## config.mk

```make
export PLATFORM = sky130hd
export DESIGN_NAME = char_lcd_nibble_write_sequencer_unit
export DESIGN_NICKNAME = d
export VERILOG_FILES = /design/src/sv/lcdw_pkg.sv /design/src/sv/lcdw_cfg.sv /design/src/sv/lcdw_front.sv /design/src/sv/lcdw_back.sv /design/src/sv/char_lcd_nibble_write_sequencer_unit.sv
export SDC_FILE = /design/constraint.sdc
export NUM_CORES = 1
export LEC_CHECK = 0
export ABC_AREA = 1
export BUFFER_PORTS_ARGS = -buffer_cell sky130_fd_sc_hd__buf_2
export CAP_MARGIN = 30
export CORE_ASPECT_RATIO = 1.2
export CORE_MARGIN = 2
export CORE_UTILIZATION = 24
export CTS_CLUSTER_DIAMETER = 40
export DETAILED_ROUTE_END_ITERATION = 16
export PLACE_DENSITY_LB_ADDON = 0.3
export SYNTH_ARGS = -nofsm -noshare
export SYNTH_HDL_FRONTEND = slang
export SYNTH_SLANG_ARGS = --single-unit
```

## constraint.sdc

```tcl
create_clock -name clk -period 4.83 [get_ports clk]
set_input_delay 0.966 -clock clk [delete_from_list [all_inputs] [get_ports clk]]
set_output_delay 0.966 -clock clk [all_outputs]
set_load 0.02 [all_outputs]
```

## src/sv/lcdw_pkg.sv

```systemverilog
package lcdw_pkg;

  // request command codes
  localparam logic [1:0] CMD_INSTR = 2'd0;
  localparam logic [1:0] CMD_CHAR  = 2'd1;
  localparam logic [1:0] CMD_INIT  = 2'd2;

  // job kinds held in the queue
  localparam logic [1:0] JOB_INSTR = 2'd0;
  localparam logic [1:0] JOB_CHAR  = 2'd1;
  localparam logic [1:0] JOB_INIT  = 2'd2;

  // configuration register indexes
  localparam int unsigned CFG_IDX_W = 4;
  localparam logic [CFG_IDX_W-1:0] REG_PULSE_WIDTH  = 4'd0;
  localparam logic [CFG_IDX_W-1:0] REG_SHORT_WAIT   = 4'd1;
  localparam logic [CFG_IDX_W-1:0] REG_LONG_WAIT    = 4'd2;
  localparam logic [CFG_IDX_W-1:0] REG_WAKEUP_WAIT  = 4'd3;
  localparam logic [CFG_IDX_W-1:0] REG_FUNCTION_SET = 4'd4;
  localparam logic [CFG_IDX_W-1:0] REG_SHIFT_SETUP  = 4'd5;
  localparam logic [CFG_IDX_W-1:0] REG_DISPLAY_CTRL = 4'd6;
  localparam logic [CFG_IDX_W-1:0] REG_ENTRY_MODE   = 4'd7;

  // register reset values
  localparam logic [7:0] RST_PULSE_WIDTH  = 8'd1;
  localparam logic [7:0] RST_SHORT_WAIT   = 8'd1;
  localparam logic [7:0] RST_LONG_WAIT    = 8'd3;
  localparam logic [7:0] RST_WAKEUP_WAIT  = 8'd10;
  localparam logic [7:0] RST_FUNCTION_SET = 8'h28;
  localparam logic [7:0] RST_SHIFT_SETUP  = 8'h10;
  localparam logic [7:0] RST_DISPLAY_CTRL = 8'h0F;
  localparam logic [7:0] RST_ENTRY_MODE   = 8'h06;

  // instructions below this get the long wait
  localparam logic [7:0] LONG_WAIT_LIMIT = 8'd4;

  localparam logic [3:0] WAKE_NIBBLE = 4'h3;
  localparam logic [3:0] MODE_NIBBLE = 4'h2;

  // wake-up sequence is steps 0..WAKE_LAST, each byte is nibble steps 0..NIB_LAST
  localparam logic [3:0] WAKE_LAST = 4'd10;
  localparam logic [2:0] NIB_LAST  = 3'd4;
  localparam logic [1:0] INIT_BYTE_LAST = 2'd3;

  typedef struct packed {
    logic [1:0] command;
    logic [7:0] byte_value;
  } in_item_t;

  typedef struct packed {
    logic       enable_pin;
    logic       register_select;
    logic       read_write;
    logic [3:0] bus_nibble;
    logic [7:0] hold_ms;
    logic       last_segment;
  } out_item_t;

  typedef struct packed {
    logic [7:0] pulse_width_ms;
    logic [7:0] short_wait_ms;
    logic [7:0] long_wait_ms;
    logic [7:0] wakeup_wait_ms;
    logic [7:0] function_set_byte;
    logic [7:0] shift_setup_byte;
    logic [7:0] display_control_byte;
    logic [7:0] entry_mode_byte;
  } cfg_t;

  typedef struct packed {
    logic [1:0] kind;
    logic [7:0] data;
    logic       long_settle;
  } job_t;

endpackage

```

## src/sv/lcdw_cfg.sv

```systemverilog
module lcdw_cfg (
  input  logic                               clk,
  input  logic                               rst,
  input  logic                               cfg_valid,
  output logic                               cfg_ready,
  input  logic [lcdw_pkg::CFG_IDX_W-1:0]     cfg_index,
  input  logic [7:0]                         cfg_data,
  output lcdw_pkg::cfg_t                     regs
);

  assign cfg_ready = 1'b1;

  always_ff @(posedge clk) begin
    if (rst) begin
      regs.pulse_width_ms       <= lcdw_pkg::RST_PULSE_WIDTH;
      regs.short_wait_ms        <= lcdw_pkg::RST_SHORT_WAIT;
      regs.long_wait_ms         <= lcdw_pkg::RST_LONG_WAIT;
      regs.wakeup_wait_ms       <= lcdw_pkg::RST_WAKEUP_WAIT;
      regs.function_set_byte    <= lcdw_pkg::RST_FUNCTION_SET;
      regs.shift_setup_byte     <= lcdw_pkg::RST_SHIFT_SETUP;
      regs.display_control_byte <= lcdw_pkg::RST_DISPLAY_CTRL;
      regs.entry_mode_byte      <= lcdw_pkg::RST_ENTRY_MODE;
    end else if (cfg_valid) begin
      case (cfg_index)
        lcdw_pkg::REG_PULSE_WIDTH:  regs.pulse_width_ms       <= cfg_data;
        lcdw_pkg::REG_SHORT_WAIT:   regs.short_wait_ms        <= cfg_data;
        lcdw_pkg::REG_LONG_WAIT:    regs.long_wait_ms         <= cfg_data;
        lcdw_pkg::REG_WAKEUP_WAIT:  regs.wakeup_wait_ms       <= cfg_data;
        lcdw_pkg::REG_FUNCTION_SET: regs.function_set_byte    <= cfg_data;
        lcdw_pkg::REG_SHIFT_SETUP:  regs.shift_setup_byte     <= cfg_data;
        lcdw_pkg::REG_DISPLAY_CTRL: regs.display_control_byte <= cfg_data;
        lcdw_pkg::REG_ENTRY_MODE:   regs.entry_mode_byte      <= cfg_data;
        default: ;
      endcase
    end
  end

endmodule

```

## src/sv/lcdw_front.sv

```systemverilog
module lcdw_front #(
  parameter int unsigned DEPTH = 2
) (
  input  logic               clk,
  input  logic               rst,
  input  logic               in_valid,
  output logic               in_ready,
  input  lcdw_pkg::in_item_t in_item,
  output logic               job_valid,
  output lcdw_pkg::job_t     job,
  input  logic               job_pop
);

  localparam int unsigned PTR_W = $clog2(DEPTH);
  localparam int unsigned CNT_W = $clog2(DEPTH + 1);

  lcdw_pkg::job_t   entries [DEPTH];
  logic [PTR_W-1:0] wr_ptr;
  logic [PTR_W-1:0] rd_ptr;
  logic [CNT_W-1:0] count;
  lcdw_pkg::job_t   new_job;
  logic             push;
  logic             accept;
  logic             do_pop;

  // classify the request; unused command codes are dropped
  always_comb begin
    new_job.data        = in_item.byte_value;
    new_job.long_settle = (in_item.byte_value < lcdw_pkg::LONG_WAIT_LIMIT);
    push                = 1'b1;
    case (in_item.command)
      lcdw_pkg::CMD_INSTR: new_job.kind = lcdw_pkg::JOB_INSTR;
      lcdw_pkg::CMD_CHAR:  new_job.kind = lcdw_pkg::JOB_CHAR;
      lcdw_pkg::CMD_INIT:  new_job.kind = lcdw_pkg::JOB_INIT;
      default: begin
        new_job.kind = lcdw_pkg::JOB_INSTR;
        push         = 1'b0;
      end
    endcase
  end

  assign in_ready  = (count != CNT_W'(DEPTH));
  assign accept    = in_valid && in_ready && push;
  assign job_valid = (count != '0);
  assign job       = entries[rd_ptr];
  assign do_pop    = job_pop && job_valid;

  always_ff @(posedge clk) begin
    if (accept) begin
      entries[wr_ptr] <= new_job;
    end
  end

  always_ff @(posedge clk) begin
    if (rst) begin
      wr_ptr <= '0;
      rd_ptr <= '0;
      count  <= '0;
    end else begin
      if (accept) begin
        wr_ptr <= (wr_ptr == PTR_W'(DEPTH - 1)) ? '0 : wr_ptr + 1'b1;
      end
      if (do_pop) begin
        rd_ptr <= (rd_ptr == PTR_W'(DEPTH - 1)) ? '0 : rd_ptr + 1'b1;
      end
      if (accept && !do_pop) begin
        count <= count + 1'b1;
      end else if (!accept && do_pop) begin
        count <= count - 1'b1;
      end
    end
  end

endmodule

```

## src/sv/lcdw_back.sv

```systemverilog
module lcdw_back (
  input  logic                clk,
  input  logic                rst,
  input  lcdw_pkg::cfg_t      regs,
  input  logic                job_valid,
  input  lcdw_pkg::job_t      job,
  output logic                job_pop,
  output logic                out_valid,
  input  logic                out_ready,
  output lcdw_pkg::out_item_t out_item
);

  typedef enum logic [1:0] {
    PH_WAKE  = 2'b01,
    PH_BYTES = 2'b10
  } phase_t;

  phase_t              phase;
  logic [3:0]          wake_step;
  logic [2:0]          nib_step;
  logic [1:0]          byte_sel;
  logic                fire;
  logic                in_wake;
  logic [7:0]          cur_byte;
  logic                cur_rs;
  logic [7:0]          settle;
  lcdw_pkg::out_item_t seg;

  assign fire    = job_valid && (!out_valid || out_ready);
  assign in_wake = (job.kind == lcdw_pkg::JOB_INIT) && (phase == PH_WAKE);

  // byte being sent and its settle time
  always_comb begin
    cur_byte = job.data;
    cur_rs   = 1'b0;
    settle   = job.long_settle ? regs.long_wait_ms : regs.short_wait_ms;
    case (job.kind)
      lcdw_pkg::JOB_CHAR: begin
        cur_rs = 1'b1;
        settle = '0;
      end
      lcdw_pkg::JOB_INIT: begin
        case (byte_sel)
          2'd0:    cur_byte = regs.function_set_byte;
          2'd1:    cur_byte = regs.shift_setup_byte;
          2'd2:    cur_byte = regs.display_control_byte;
          default: cur_byte = regs.entry_mode_byte;
        endcase
        settle = (cur_byte < lcdw_pkg::LONG_WAIT_LIMIT) ? regs.long_wait_ms
                                                         : regs.short_wait_ms;
      end
      default: ;
    endcase
  end

  always_comb begin
    seg.read_write      = 1'b0;
    seg.register_select = cur_rs;
    seg.enable_pin      = 1'b0;
    seg.bus_nibble      = cur_byte[3:0];
    seg.hold_ms         = '0;
    seg.last_segment    = 1'b0;
    if (in_wake) begin
      seg.register_select = 1'b0;
      case (wake_step)
        4'd0: seg.bus_nibble = '0;
        4'd1: begin
          seg.bus_nibble = lcdw_pkg::WAKE_NIBBLE;
          seg.hold_ms    = regs.wakeup_wait_ms;
        end
        4'd2, 4'd4, 4'd6: begin
          seg.enable_pin = 1'b1;
          seg.bus_nibble = lcdw_pkg::WAKE_NIBBLE;
          seg.hold_ms    = regs.pulse_width_ms;
        end
        4'd3, 4'd5, 4'd7: begin
          seg.bus_nibble = lcdw_pkg::WAKE_NIBBLE;
          seg.hold_ms    = regs.short_wait_ms;
        end
        4'd8: begin
          seg.bus_nibble = lcdw_pkg::MODE_NIBBLE;
          seg.hold_ms    = regs.wakeup_wait_ms;
        end
        4'd9: begin
          seg.enable_pin = 1'b1;
          seg.bus_nibble = lcdw_pkg::MODE_NIBBLE;
          seg.hold_ms    = regs.pulse_width_ms;
        end
        default: seg.bus_nibble = lcdw_pkg::MODE_NIBBLE;
      endcase
    end else begin
      case (nib_step)
        3'd0: seg.bus_nibble = cur_byte[7:4];
        3'd1: begin
          seg.enable_pin = 1'b1;
          seg.bus_nibble = cur_byte[7:4];
          seg.hold_ms    = regs.pulse_width_ms;
        end
        3'd2: ;
        3'd3: begin
          seg.enable_pin = 1'b1;
          seg.hold_ms    = regs.pulse_width_ms;
        end
        default: begin
          seg.hold_ms      = settle;
          seg.last_segment = (job.kind != lcdw_pkg::JOB_INIT) ||
                             (byte_sel == lcdw_pkg::INIT_BYTE_LAST);
        end
      endcase
    end
  end

  assign job_pop = fire && seg.last_segment;

  always_ff @(posedge clk) begin
    if (fire) begin
      out_item <= seg;
    end
  end

  always_ff @(posedge clk) begin
    if (rst) begin
      out_valid <= 1'b0;
      phase     <= PH_WAKE;
      wake_step <= '0;
      nib_step  <= '0;
      byte_sel  <= '0;
    end else begin
      if (fire) begin
        out_valid <= 1'b1;
      end else if (out_ready) begin
        out_valid <= 1'b0;
      end
      if (fire) begin
        if (seg.last_segment) begin
          phase     <= PH_WAKE;
          wake_step <= '0;
          nib_step  <= '0;
          byte_sel  <= '0;
        end else if (in_wake) begin
          if (wake_step == lcdw_pkg::WAKE_LAST) begin
            phase     <= PH_BYTES;
            wake_step <= '0;
          end else begin
            wake_step <= wake_step + 1'b1;
          end
        end else if (nib_step == lcdw_pkg::NIB_LAST) begin
          nib_step <= '0;
          byte_sel <= byte_sel + 1'b1;
        end else begin
          nib_step <= nib_step + 1'b1;
        end
      end
    end
  end

endmodule

```

## src/sv/char_lcd_nibble_write_sequencer_unit.sv

```systemverilog
// character lcd write sequencer for a 4-bit bus
// in channel: one item is a request (send instruction, send character, initialize);
//   unused command codes are taken and produce nothing
// out channel: one item per pin segment (enable, rs, rw, nibble, hold time in ms),
//   last_segment marks the end of a request
// a byte request gives 5 segments, initialize gives 31; one segment leaves per cycle
//   while out_ready is high and a job is queued, as set by the
//   one-segment-per-cycle back sequencer
// a taken request is written into the queue, and its first segment then goes
//   through the output register before out_valid shows it
// requests wait in a small queue, so new ones are taken while a job runs
// when the receiver stalls, the output register holds its segment and the
//   sequencer waits; the queue keeps taking requests until it fills
// cfg channel: always ready, index 0..7 selects a register, higher indexes ignored
// reset: queue empty, no output valid, timing and setup registers to defaults
module char_lcd_nibble_write_sequencer_unit #(
  parameter int unsigned QUEUE_DEPTH = 2
) (
  input  logic                                clk,
  input  logic                                rst,
  input  logic                                in_valid,
  output logic                                in_ready,
  input  lcdw_pkg::in_item_t                  in_item,
  output logic                                out_valid,
  input  logic                                out_ready,
  output lcdw_pkg::out_item_t                 out_item,
  input  logic                                cfg_valid,
  output logic                                cfg_ready,
  input  logic [lcdw_pkg::CFG_IDX_W-1:0]      cfg_index,
  input  logic [7:0]                          cfg_data
);

  lcdw_pkg::cfg_t regs;
  lcdw_pkg::job_t job;
  logic           job_valid;
  logic           job_pop;

  // timing and setup registers
  lcdw_cfg u_cfg (
    .clk       (clk),
    .rst       (rst),
    .cfg_valid (cfg_valid),
    .cfg_ready (cfg_ready),
    .cfg_index (cfg_index),
    .cfg_data  (cfg_data),
    .regs      (regs)
  );

  // front: classify requests and queue them
  lcdw_front #(
    .DEPTH (QUEUE_DEPTH)
  ) u_front (
    .clk       (clk),
    .rst       (rst),
    .in_valid  (in_valid),
    .in_ready  (in_ready),
    .in_item   (in_item),
    .job_valid (job_valid),
    .job       (job),
    .job_pop   (job_pop)
  );

  // back: walk the head job segment by segment into the output register
  lcdw_back u_back (
    .clk       (clk),
    .rst       (rst),
    .regs      (regs),
    .job_valid (job_valid),
    .job       (job),
    .job_pop   (job_pop),
    .out_valid (out_valid),
    .out_ready (out_ready),
    .out_item  (out_item)
  );

endmodule
```

Word level (Yosys, flattened, before mapping)
Memory sizes are Yosys's and may differ from the RTL's. A register that Yosys moved wholly into a read port is not among the register bits.
Cells that the tools add are included.
Widths: inputs -> output; s select.
Operators by class
  add/subtract/negate cells: 7
  $lt $le $gt $ge: 2
  equal/unequal tests: 32
  mux-type cells: 41
  reductions and logical operators: 45
Operators with widths (count)
  $pmux 8 s3: 2
  $eq 4x3->1 const B: 8
  $mux 8: 4
  $pmux 8 s2: 2
  $reduce_and 2->1: 10
  $eq 4x2->1 const B: 4
  $lt 8x3->1 const B: 2
  $mux 2: 8
  $mux 4: 4
  $mux 1: 15
  $eq 4x4->1 const B: 3
  $mux 12: 1
  $reduce_bool 2->1: 6
  $mux 3: 3
  $eq 2x1->1 const B: 4
  $eq 2x2->1 const B: 4
  $eq 4x1->1 const B: 2
  $logic_and 1x1->1: 8
  $logic_not 4->1: 2
  $pmux 2 s2: 2
  $reduce_or 2->1: 4
  $reduce_or 4->1: 2
  $reduce_or 7->1: 1
  $eq 3x2->1 const B: 2
  other kinds (14): 24
Storage, ports and cells
  flip-flop bits (word level): 95
  bits in writable memories: 22
  output and inout port bits: 19
  word-level logic and storage cells: 149
  memories: 1
Memory list
  u_front.entries: depth 2, width 11, read ports 1, clocked after Yosys merged registers in 1, write ports 1, line lcdw_front.sv:17  | lcdw_pkg::job_t entries [DEPTH];

Longest topological paths before layout
  word-level depth: 9
  mapped depth: 17
  depth with buffers taken out: 16

By module
Synthesis repeated with hierarchy kept, for this count alone.
Unflattened totals
  cells, all modules: 810
  area total of the unflattened synthesis: 6130.9 um^2
Modules (own cells, without submodules)
  lcdw_cfg: times used 1, cells each 373, area an instance 2600.0 um^2
  lcdw_back: times used 1, cells each 356, area an instance 2397.3 um^2
  lcdw_front: times used 1, cells each 81, area an instance 1133.6 um^2

Worst setup path before layout
No wires, ideal clock.
  path type: reg-to-reg
  start point: reg with a tool-made name
  end point: reg u_front.count[1]
  setup time: 0.122 ns
  data arrival time: 2.422 ns
  slack: 2.286 ns
  stages on the path, launching flop included: 18
  clock period less this slack: 2.544 ns
  path through: dfxtp_1 -> inv_1 -> clkbuf_1 -> or2_2 -> o21ai_0 -> inv_1 -> ha_1 -> inv_1 -> o21ai_0 -> nor2_1 -> inv_1 -> nor2_1 -> inv_1 -> ha_1 -> a21oi_1 -> o21ai_0 -> o21ai_0 -> a21oi_1
RTL lines
  end signal: assignment: line lcdw_front.sv:67  | count <= count + 1'b1;
  end signal: assignment: line lcdw_front.sv:69  | count <= count - 1'b1;
  end: declaration: line lcdw_front.sv:20  | logic [CNT_W-1:0] count;

==> metrics.md <==
| Metric | Value |
|---|---|
| Worst r2r path cells | `16` |
| Max Clock Skew | `0.00681 ns` |
| Worst-margin pin slew | `0.938 ns` |
| Multi-input logic area | `2330 um2` |
| Ratio of cells with drive above 1 in the final layout | `0.112` |
| Mapped Nets | `764` |
| Detail Route Antenna Nets | `0` |
| CTS-repair resized insts | `0` |
| Drt drc | `0` |
| Register area share after synthesis | `0.493` |
| Synth warn | `0` |
| Hold path cells | `2` |
| Drt first pass iters | `5` |
| Max Freq | `304 MHz` |
| Util after Layout | `0.294` |
| Hold EP | `u_cfg.regs[57]` |
| Drt total wl | `14,700 um` |
| Clk sinks | `118` |
| Worst setup margin | `1.54 ns` |
| Total track usage | `0.126` |
| Iteration-0 DRC Markers | `367` |
| Period utilisation layout | `0.682` |
| Status | `finished, final reports clean` |
| Crit path capture type | `flop` |
| Min-Delay Path Class | `flop to flop` |
| Largest net degree at the start of global routing | `76` |
| Global-route wire length before repair | `23,400 um` |
| Post-DP HPWL | `10,300 um` |
| Ant diodes | `0` |
| RSZ-0062 raised after global routing | `false` |
| Root Buffer | `clkbuf_16` |
| Max_cap viols | `0` |
| Post-Syn Area per Cell | `7.65 um2` |
| Hold Vio Cnt, Final | `0` |
| Vias in the first global route | `4,453` |
| Starting Density | `0.245` |
| Critical Path RT | `5.13 ns` |
| DIE AREA | `24,300 um2` |
| CTS Hold Buffers Added | `0` |
| Clk slew on worst S/H paths | `0.05 ns` |
| Number of core rows | `60` |
| Mapped Cells | `725` |
| Core ar. | `22,600 um2` |
| Vias post-DR | `4,708` |
| GP Congestion | `0.784` |
| Placement Setup Slack | `1.58 ns` |
| Fillers | `2,431` |
| Cell Area, Synth | `5550 um2` |
| Per-cell routed wire length | `13.5 um` |
| IO Pins | `46` |
| Reg2reg end | `u_front.count[1]` |
| Critical path class | `flop to flop` |
| CTS buffer count | `17` |
| Register area | `2730 um2` |
| Critical path peak fanout | `12` |
| Worst hold path startpoint | `u_cfg.regs[57]` |
| Port bufs | `43` |
| CP Launch Type | `flop` |
| GR Overflow Total | `0` |
| TritonCTS clock tree | `yes` |
| R2R Setup Slk | `1.54 ns` |
| Final period demand of the worst path | `3.29 ns` |
| Max transition margin | `0.372` |
| Antenna violations before repair | `0` |
| Max-slew violation count | `0` |
| Count of final setup violators | `0` |
| Nets | `802` |
| Routed vias/inst | `4.34` |
| Crit path DAT | `3.60 ns` |
| P_leak | `2.81 nW` |
| Die width | `143 um` |
| Pwr dens | `401 nW/um2` |
| Setup bufs post-CTS | `0` |
| Die Ht | `171 um` |
| TNS Setup | `0 ns` |
| Peak supply drop | `0.000221 V` |
| Clock H-tree levels | `4` |
| Netlist cell types | `38` |
| #FFs+latches synth | `118` |
| Area grow syn2layout | `19.7%` |
| Clk buf depth | `2` |
| Worst skew pair latency | `0.42 ns` |
## layer usage
layer	up-vias	share of wire	track usage
met1	2153	0.47	0.159
met3	27	0.029	0.0285
met2	91	0.47	0.204
met5	-	0	0
met4	0	0.029	0.0560
li1	2437	-	-
## flip-flops by register name (all words and copies together) (netlist names), named ones only
signal            flops
u_back.byte_sel       2
u_back.nib_step       3
u_back.out_item      15
u_back.out_valid      1
u_back.phase          2
u_back.wake_step      4
u_cfg.regs           64
u_front.count         2
u_front.entries      22
u_front.rd_ptr        1
u_front.wr_ptr        1
## placed cells by master, fill, tap and decap left out, types with 3 or more instances in the layout
cell type,count
o21bai_1,5
clkbuf_1,3
inv_1,92
ha_1,12
o22ai_1,9
nand3_1,41
dfxtp_1,81
clkbuf_16,19
nand2_1,154
nor2_1,106
clkinv_2,5
o211ai_1,16
nor3_1,3
buf_2,43
o21ai_0,74
a21oi_1,43
edfxtp_1,37
## how the worst max path moves through the flow
| stage | start | endpoint | slack (ns) | cells past startpoint |
|---|---|---|---|---|
| 2_1_floorplan | flop | u_front.count[1] | 2.29 | 17 |
| 3_3_place_gp | flop | u_front.count[1] | 1.65 | 16 |
| 3_5_place_dp | flop | u_front.count[1] | 1.58 | 16 |
| 4_1_cts | flop | u_front.count[1] | 1.56 | 16 |
| 5_1_grt | flop | u_front.count[1] | 1.15 | 16 |
| 6_report | flop | u_front.count[1] | 1.54 | 16 |
## stage by stage
step,total power [mW],cells,hold WS (ns),cell area (um2)
floorplan,1.30,725,0.424,5550
global placement,1.39,1053,0.435,6030
detailed placement,1.40,1054,0.439,6030
CTS,2.69,1086,0.454,6640
global route,2.77,1086,0.475,6640
finish,2.67,1086,0.452,6640
## logic make-up (layout without fill, tap and decap cells)
kind of cell             after synthesis  after routing  synth area share
AO/OA/AOI/OAI                        157            157             0.158
other                                  2              2           0.00135
buffers and inverters                120            171            0.0873
adder cells (fa/ha/maj)               12             12            0.0271
flip-flops                           118            118             0.493
AND/OR/NAND/NOR                      316            316             0.233
## critical path, cell delays in order, from the launching register on
cell     delay (ns)
dfxtp_1        0.51
inv_1          0.23
or2_2          0.31
o21ai_0        0.11
inv_1          0.07
ha_1           0.22
nand2_1        0.31
inv_1          0.18
nor2_1         0.16
inv_1          0.12
nor2_1         0.10
inv_1          0.10
ha_1           0.33
a21oi_1        0.11
o21ai_0        0.11
o21ai_0        0.17
a21oi_1        0.05
## final cells by class
class,count,area share
Clock buffer,24,0.0774
Timing Repair Buffer,45,0.0347
Sequential cell,118,0.411
Tap cell,310,0.0584
Multi-Input combinational cell,487,0.351
Clock inverter,8,0.0141
Inverter,94,0.0531
## power breakdown
part           leakage [nW]  internal (mW)  switching (mW)  total [mW]
clock                 0.304          0.844           0.448        1.29
combinational          1.49         0.0751           0.193       0.268
sequential             1.01           1.08          0.0195        1.10
total                  2.81           2.00           0.661        2.67
## synth_stat cells, drive strengths merged
cell type / number / area, um2
ha: 12 / 150
buf: 9 / 61.3
o31ai: 1 / 7.51
nand3b: 1 / 7.51
edfxtp: 37 / 1110
o21a: 1 / 7.51
nor3: 3 / 15.0
nand2: 156 / 591
o21ai: 77 / 389
or4: 1 / 7.51
a32oi: 1 / 8.76
clkbuf: 16 / 61.3
o221ai: 2 / 17.5
a31oi: 1 / 6.26
o211ai: 16 / 120
nor2: 110 / 433
dfxtp: 81 / 1620
o22ai: 9 / 56.3
inv: 94 / 353
a21oi: 43 / 215
conb: 2 / 7.51
o21bai: 6 / 48.8
dlygate4sd1: 1 / 8.76
or2: 3 / 18.8
nand3: 42 / 223
Note: power is estimated with default switching activity, not from simulation.
